File: src/hhs_pkg.sv
// ----------------------------------------------------------------------------
// Heightfield height sampler package
// Shared field widths, request kinds and the side-band word that travels
// with a query through the divider pipeline.
// ----------------------------------------------------------------------------
package hhs_pkg;

  localparam int GRID_CELLS_DEF = 20;

  localparam int HEIGHT_W  = 16;
  localparam int POS_W     = 16;
  localparam int IDX_W     = 5;
  localparam int SPACING_W = 8;

  // Divider: magnitude of the rounded numerator over the cell spacing.
  localparam int DIV_W      = 28;
  localparam int DIV_STEPS  = 4;
  localparam int DIV_STAGES = DIV_W / DIV_STEPS;

  typedef enum logic {
    REQ_LOAD  = 1'b0,
    REQ_QUERY = 1'b1
  } req_e;

  typedef struct packed {
    logic                       zero;  // load or outside grid: height is 0
    logic                       oor;
    logic                       neg;   // numerator was negative
    logic signed [HEIGHT_W-1:0] h1;
  } hhs_side_t;

endpackage

File: src/hhs_div.sv
// ----------------------------------------------------------------------------
// Pipelined restoring divider
// Divides an unsigned magnitude by the cell spacing, four quotient bits per
// stage, and carries the query's side-band word alongside.
// ----------------------------------------------------------------------------
module hhs_div import hhs_pkg::*; (
  input  logic                 clk_i,
  input  logic                 rst_ni,
  input  logic                 en_i,
  input  logic                 valid_i,
  input  logic [DIV_W-1:0]     dividend_i,
  input  logic [SPACING_W-1:0] divisor_i,
  input  hhs_side_t            side_i,
  output logic                 valid_o,
  output logic [DIV_W-1:0]     quot_o,
  output logic [SPACING_W-1:0] rem_o,
  output hhs_side_t            side_o
);

  logic                 vld_q [DIV_STAGES];
  logic [SPACING_W-1:0] rem_q [DIV_STAGES];
  logic [DIV_W-1:0]     dq_q  [DIV_STAGES];
  hhs_side_t            sd_q  [DIV_STAGES];

  for (genvar i = 0; i < DIV_STAGES; i++) begin : g_stage
    logic                 v_in;
    logic [SPACING_W-1:0] r_in;
    logic [DIV_W-1:0]     d_in;
    hhs_side_t            s_in;
    logic [SPACING_W-1:0] r_nx;
    logic [DIV_W-1:0]     d_nx;

    if (i == 0) begin : g_first
      assign v_in = valid_i;
      assign r_in = '0;
      assign d_in = dividend_i;
      assign s_in = side_i;
    end else begin : g_next
      assign v_in = vld_q[i-1];
      assign r_in = rem_q[i-1];
      assign d_in = dq_q[i-1];
      assign s_in = sd_q[i-1];
    end

    // The dividend shifts out at the top while quotient bits shift in below.
    always_comb begin
      logic [SPACING_W:0]   t;
      logic [SPACING_W-1:0] r;
      logic [DIV_W-1:0]     d;
      r = r_in;
      d = d_in;
      t = '0;
      for (int j = 0; j < DIV_STEPS; j++) begin
        t = {r, d[DIV_W-1]};
        d = {d[DIV_W-2:0], 1'b0};
        if (t >= {1'b0, divisor_i}) begin
          t    = t - {1'b0, divisor_i};
          d[0] = 1'b1;
        end
        r = t[SPACING_W-1:0];
      end
      r_nx = r;
      d_nx = d;
    end

    always_ff @(posedge clk_i or negedge rst_ni) begin
      if (!rst_ni) begin
        vld_q[i] <= 1'b0;
      end else if (en_i) begin
        vld_q[i] <= v_in;
      end
    end

    always_ff @(posedge clk_i) begin
      if (en_i) begin
        rem_q[i] <= r_nx;
        dq_q[i]  <= d_nx;
        sd_q[i]  <= s_in;
      end
    end
  end

  assign valid_o = vld_q[DIV_STAGES-1];
  assign quot_o  = dq_q[DIV_STAGES-1];
  assign rem_o   = rem_q[DIV_STAGES-1];
  assign side_o  = sd_q[DIV_STAGES-1];

endmodule

File: config.mk
export PLATFORM = sky130hd
export DESIGN_NAME = hhs_div
export DESIGN_NICKNAME = d
export VERILOG_FILES = /design/src/hhs_pkg.sv /design/src/hhs_div.sv
export SDC_FILE = /design/constraint.sdc
export NUM_CORES = 1
export LEC_CHECK = 0
export BUFFER_PORTS_ARGS = -buffer_cell sky130_fd_sc_hd__buf_2
export CAP_MARGIN = 20
export CORE_MARGIN = 4
export CORE_UTILIZATION = 50
export CTS_CLUSTER_SIZE = 14
export DETAILED_ROUTE_END_ITERATION = 10
export GPL_TIMING_DRIVEN = 0
export PLACE_DENSITY = 0.7
export SLEW_MARGIN = 20
export SYNTH_ARGS = -nofsm -noshare
export SYNTH_HDL_FRONTEND = slang
export SYNTH_SLANG_ARGS = --single-unit
File: constraint.sdc
create_clock -name clk_i -period 8.9 [get_ports clk_i]
set_clock_uncertainty 0.1 [all_clocks]
set_input_delay 0.89 -clock clk_i [delete_from_list [all_inputs] [get_ports clk_i]]
set_output_delay 0.89 -clock clk_i [all_outputs]
set_load 0.005 [all_outputs]
==> summary.txt, run 1 <==
Global route
  • Antenna violations before repair: 0
  • Largest net degree at the start of global routing: 94
  • Vias in the first global route: 15790
  • GRT Util Overall: 0.1891
  • GRT Residual Overflow: 0
  • First-pass GRT wire length: 78.44 mm

Logic synthesis
  • Sequential fraction of the synthesis area: 0.4995
  • Syn. warnings: 0
  • Cell variety after synth: 94
  • Syn_area_per_cell: 12.27 sq um
  • Post-synthesis cell count: 1915
  • Syn Std Cell Area: 0.02349 sq mm
  • Number of enable flip-flop cells after synthesis: 385
  • Main synth FF type: edfxtp_1
  • FF+latch count, synth: 392
  • Synthesized Nets: 2219
  • Async SR Flop Fraction: 0.01786

Detailed routing
  • Highest Signal Layer: met4
  • Metal1 wirelength: 21.76 mm
  • Met3 wire len: 2.037 mm
  • Vias: 15610
  • Final ANT Viol Nets: 0
  • Drt via density: 5.597
  • WL/cell: 17.50 um
  • DRC errors left: 0
  • TritonRoute pass-1 iters: 5
  • Final wirelength: 48.79 mm
  • Met2 wire length: 23.92 mm
  • Iteration-0 DRC Markers: 830

Timing
  • Min Tclk post-route: 8.614 ns
  • Hold Fails Final Rpt: 0
  • Fmax: 116.1 MHz
  • Max-slew violation count: 0
  • WHS: 0.04542 ns
  • Worst Max-Slew Pin Slew: 0.8246 ns
  • Endpoints failing setup: 0
  • Final worst path period share: 0.9679
  • Slew headroom: 0.4360

Die
  • # rows: 79
  • Initial Util: 0.5057
  • Io pins: 115
  • Die width: 224.8 um
  • CORE AREA: 0.04646 sq mm
  • DIE HEIGHT: 224.8 um
  • Die area: 0.05052 sq mm

Final layout
  • Layout cells sized above 1: 0.2531
  • Most frequent cells in the layout: edfxtp_1 (385), ha_1 (194), inv_1 (144), buf_2 (113), nor2_1 (104)
  • Most common cell after layout, fill and taps aside: edfxtp_1
  • Syn-to-layout area delta: 19.01%
  • Number of diodes: 0
  • Final nets: 2452

Clock network
  • CTS HTree Levels: 2
  • Clk root buf: clkbuf_16
  • Sink Count: 392
  • Reg clk slew, reported paths: 0.06 ns
  • Post-CTS Hold Buffers: 0
  • TritonCTS Buffers: 42
  • Skew-Pair Late Insertion Delay: 0.58 ns
  • CTS tree: yes
  • Clock Tree Buf Depth: 3

Placed design
  • Final HPWL DP: 34.17 mm
  • GP Congestion: 0.8672
  • Port-buffer cells: 114

Critical path
  • Reg2Reg Depth: 39
  • Arr. time, crit path: 8.83 ns
  • R2r endpoint: rem_q[4][1]
  • Reg2reg start: rem_q[3][1]
  • Crit-path max FO: 11
  • Crit-path max cell delay: 0.35 ns
  • Crit path kind: input pin to flop
  • Slowest cell on the critical path: a211o_1
  • WP buf/inv: 10
  • Most common cell on crit path: o31a_1
  • Startpoint types: input pin
  • Top delay family on crit path: compound AO/OA/AOI/OAI gates
  • Crit. End Element: flop
  • FF-to-FF setup slack: 0.57 ns
  • Worst EP required: 9.11 ns

Outcome
  • Status: finished clean

Run
  • Max cap viols: 0

Hold path
  • Worst hold-check path type: input pin to async pin
[cell usage after synthesis (13+ instances only)]
master	number	area, sq um
edfxtp_1	385	11560
o211ai_1	13	97.59
fa_1	27	540.5
nand2b_1	20	125.1
o21a_1	39	292.8
nand2_1	87	326.6
xnor2_1	76	665.6
nand4_1	33	206.5
inv_1	153	574.3
nor3_1	22	110.1
o21bai_1	15	112.6
nor2_1	110	412.9
nand3_1	28	140.1
mux2_4	17	255.2
a21oi_1	95	475.5
nor2b_1	48	300.3
mux2_2	104	1171
mux2i_1	36	360.4
o31a_1	16	140.1
o21ai_0	108	540.5
xor2_1	31	271.5
a21o_1	25	187.7
a21boi_0	24	180.2
ha_1	218	2728
[repair_timing]
action / 4_1_cts / 5_1_grt
gates resized for setup: 18 / 79
endpoints found under the setup margin: 63 / 63
cloned: 0 / 1
setup buffers: 22 / 41
pin swaps: 7 / 17
[worst max path at each step]
stage	start	end	slack, ns	cells past startpoint
3_3_place_gp	divisor_i[1]	rem_q[0][3]	-3.26	34
6_report	divisor_i[6]	rem_q[6][6]	0.29	42
3_5_place_dp	divisor_i[1]	rem_q[0][2]	-2.44	34
4_1_cts	divisor_i[5]	rem_q[0][2]	0.02	34
5_1_grt	divisor_i[4]	rem_q[4][1]	-0.03	41
2_1_floorplan	divisor_i[1]	rem_q[4][2]	-0.42	39
[flip-flops by register name, indices dropped and copies added (netlist names)]
signal and cells:
dq_q 196, g_stage.v_in 6, sd_q 133, rem_q 56, valid_o 1
[final cells by class]
type / instances / area (sq um)
fillers: 3651 / 18500
multi-input cells: 1347 / 11870
flip-flops and latches: 392 / 11740
repair buffers: 189 / 1421
clock buffers: 55 / 1130
well taps: 607 / 759.5
inverters: 160 / 659.4
clock inverters: 22 / 230.2
plain buffers: 16 / 152.6
[worst register-to-register path: cells and delay by family, from the launching register on]
family,cells,cell delay (ns)
AOI/OAI and AO/OA,19,3.65
adders and majority gates,4,1.17
and+or+nand+nor,7,1.11
muxes,3,0.88
buffers and inverters,6,0.78
DFF,1,0.40
[through the flow]
stage | util | setup WS (ns) | instance area (sq um) | setup TNS, ns | std cells
floorplan | - | -0.4224 | 24090 | -6.875 | 1915
global route | 0.6019 | -0.03494 | 27960 | -0.08533 | 2788
global placement | 0.5472 | -3.257 | 25420 | -183.64 | 2636
finish | 0.6019 | 0.2859 | 27960 | 0 | 2788
detailed placement | 0.5534 | -2.444 | 25710 | -132.26 | 2647
CTS | 0.5876 | 0.01607 | 27300 | 0 | 2746
[kinds of logic (layout without fill, tap and decap cells)]
kind of cell	after synthesis	in the layout	synth area share
XOR/XNOR	107	107	0.03989
AND/OR/NAND/NOR	406	406	0.08777
buffers and inverters	176	442	0.02934
adder cells (fa/ha/maj)	245	245	0.1391
multiplexers	164	164	0.07988
flip-flops	392	392	0.4995
AO/OA/AOI/OAI	425	425	0.1245
[per-layer routing]
layer / up-vias / GRT usage
met3: 76 / 0.03119
met1: 7579 / 0.2519
met2: 293 / 0.3241
met4: 0 / 0.05020
li1: 7657 / -
met5: - / 0
Power of run 1 is left out: the tool's default activity adds up to more than one toggle a clock period on the data nets, which glitch-free logic cannot reach.
==> run 2, diff against run 1 <==
--- a/config.mk
+++ b/config.mk
@@ -6,9 +6,10 @@
 export NUM_CORES = 1
 export LEC_CHECK = 0
 export BUFFER_PORTS_ARGS = -buffer_cell sky130_fd_sc_hd__buf_2
-export CAP_MARGIN = 20
+export CAP_MARGIN = 25
 export CORE_MARGIN = 4
 export CORE_UTILIZATION = 50
+export CTS_CLUSTER_DIAMETER = 40
 export CTS_CLUSTER_SIZE = 14
 export DETAILED_ROUTE_END_ITERATION = 10
 export GPL_TIMING_DRIVEN = 0
==> constraint.sdc (replaced) <==
create_clock -name clk_i -period 8.9 [get_ports clk_i]
set_clock_uncertainty 0.1 [all_clocks]
set_input_delay 0.89 -clock clk_i [delete_from_list [all_inputs] [get_ports clk_i]]
set_output_delay 0.89 -clock clk_i [all_outputs]
set_load 0.02 [all_outputs]
==> summary.txt, run 2 (synthesis results as in run 1) <==
Outcome
  • Status: finished clean (unchanged)

Global route
  • Largest net degree at the start of global routing: 94 (unchanged)
  • GRT Util Overall: 0.1900 (was 0.1891)
  • Vias in the first global route: 15960 (was 15790)
  • First-pass GRT wire length: 79.11 mm (was 78.44 mm)
  • Antenna violations before repair: 0 (unchanged)
  • GRT Residual Overflow: 0 (unchanged)

Timing
  • Hold Fails Final Rpt: 0 (unchanged)
  • Min Tclk post-route: 8.608 ns (was 8.614 ns)
  • Endpoints failing setup: 0 (unchanged)
  • Slew headroom: 0.4289 (was 0.4360)
  • WHS: 0.2917 ns (was 0.04542 ns)
  • Final worst path period share: 0.9672 (was 0.9679)
  • Fmax: 116.2 MHz (was 116.1 MHz)
  • Worst Max-Slew Pin Slew: 0.8350 ns (was 0.8246 ns)
  • Max-slew violation count: 0 (unchanged)

Critical path
  • Arr. time, crit path: 8.84 ns (was 8.83 ns)
  • Crit path kind: input pin to flop (unchanged)
  • Crit. End Element: flop (unchanged)
  • Slowest cell on the critical path: a211o_1 (unchanged)
  • Worst EP required: 9.14 ns (was 9.11 ns)
  • Critical Path Source: divisor_i[6] (unchanged)
  • Most common cell on crit path: o31a_1 (unchanged)
  • Reg2reg start: rem_q[3][1] (unchanged)
  • Startpoint types: input pin (unchanged)
  • Crit-path max FO: 11 (unchanged)
  • Crit-path max cell delay: 0.34 ns (was 0.35 ns)

Final layout
  • Final nets: 2469 (was 2452)
  • Number of diodes: 0 (unchanged)
  • Syn-to-layout area delta: 21.61% (was 19.01%)
  • Max FFs per register: 196 (unchanged)
  • Biggest register: dq_q (unchanged)
  • Layout cells sized above 1: 0.2641 (was 0.2531)
  • Most common cell after layout, fill and taps aside: edfxtp_1 (unchanged)
  • Top flop regs: dq_q (196), sd_q (133), rem_q (56) (unchanged)
  • Most frequent cells in the layout: edfxtp_1 (385), ha_1 (196), inv_1 (144), buf_2 (113), nor2_1 (104) (was edfxtp_1 (385), ha_1 (194), inv_1 (144), buf_2 (113), nor2_1 (104))

Run
  • Max cap viols: 0 (unchanged)

Clock network
  • Clock Tree Buf Depth: 3 (unchanged)
  • Sink Count: 392 (unchanged)
  • CTS tree: yes (unchanged)
  • CTS HTree Levels: 2 (unchanged)
  • Skew-Pair Late Insertion Delay: 0.61 ns (was 0.58 ns)
  • TritonCTS Buffers: 58 (was 42)
  • Clk root buf: clkbuf_16 (unchanged)
  • Reg clk slew, reported paths: 0.06 ns (about the same)

Hold path
  • HP Start: dq_q[3][2]
  • Worst hold-check path type: flop to flop (was input pin to async pin)

Placed design
  • Port-buffer cells: 114 (unchanged)
  • Final HPWL DP: 34.17 mm (unchanged)
  • GP Congestion: 0.8672 (unchanged)

Detailed routing
  • Vias: 15720 (was 15610)
  • DRC errors left: 0 (unchanged)
  • Final ANT Viol Nets: 0 (unchanged)
  • Iteration-0 DRC Markers: 697 (was 830)
  • TritonRoute pass-1 iters: 8 (was 5)
  • Final wirelength: 49.06 mm (was 48.79 mm)
  • Drt via density: 5.569 (was 5.597)
  • WL/cell: 17.38 um (was 17.50 um)

Die
  • Initial Util: 0.5057 (unchanged)
  • Die width: 224.8 um (unchanged)
  • CORE AREA: 0.04646 sq mm (unchanged)
  • DIE HEIGHT: 224.8 um (unchanged)
  • Die area: 0.05052 sq mm (unchanged)
  • # rows: 79 (unchanged)
  • Io pins: 115 (unchanged)
[run 2: changes by cell type in the layout (fill, tap and decap cells not counted), sizes merged]
cell / previous run / this run
bufinv: 3 / 1
clkbuf: 63 / 74
dlygate4sd3: 0 / 1
clkinvlp: 6 / 5
clkinv: 12 / 17
inv: 161 / 181
[run 2: path summary, 6_finish.rpt]
| kind | to | slack (ns) | cells past startpoint |
|---|---|---|---|
| max reg2reg | rem_q[4][1] | 0.55 | 37 |
| min in group asynchronous | g_stage[6].v_in | 0.56 | 2 |
| max | rem_q[6][6] | 0.29 | 42 |
| max in group asynchronous | g_stage[4].v_in | 7.98 | 2 |
| min | dq_q[4][6] | 0.29 | 0 |
| min reg2reg | dq_q[4][6] | 0.29 | 0 |
[run 2: per-stage QoR]
step	utilization	area, sq um	TNS [ns]	cells	worst slack [ns]
final	0.6150	28570	0	2822	0.2917
after detailed placement	0.5534	25710	-132.26	2647	-2.444
after global routing	0.6150	28570	-0.2091	2822	-0.03662
after global placement	0.5472	25420	-183.64	2636	-3.257
after CTS	0.6013	27940	0	2778	0.007280
after floorplan	-	24090	-6.875	1915	-0.4224
[run 2: repair_timing]
action                                 CTS  global route
endpoints found under the hold margin    7             0
resized for setup                       18            72
setup endpoints to repair               63            63
hold buffers                             1             0
setup buffers                           20            43
pin swaps                                6            16
gates cloned                             0             1
[run 2: final cells by class]
cell class | instances | area (sq um)
Buffer | 16 | 152.6
Clock buffer | 66 | 1503
Clock inverter | 44 | 498.0
Fill cell | 3609 | 17890
Inverter | 160 | 656.9
Multi-Input combinational cell | 1347 | 11850
Sequential cell | 392 | 11740
Tap cell | 607 | 759.5
Timing Repair Buffer | 190 | 1419
[run 2: critical path, delay by kind of cell]
family	cells	cell delay (ns)
AOI/OAI and AO/OA	18	3.49
buffers and inverters	10	1.38
and+or+nand+nor	7	1.14
muxes	3	0.72
adders and majority gates	4	1.20
[run 2: metal layers]
metal  up-vias  share of wire  track usage
li1       7709              -            -
met1      7637           0.45       0.2511
met2       288           0.49       0.3282
met3        81          0.037      0.02754
met4         0          0.023      0.05573
met5         -              0            0
Power of run 2 is left out for the same reason.
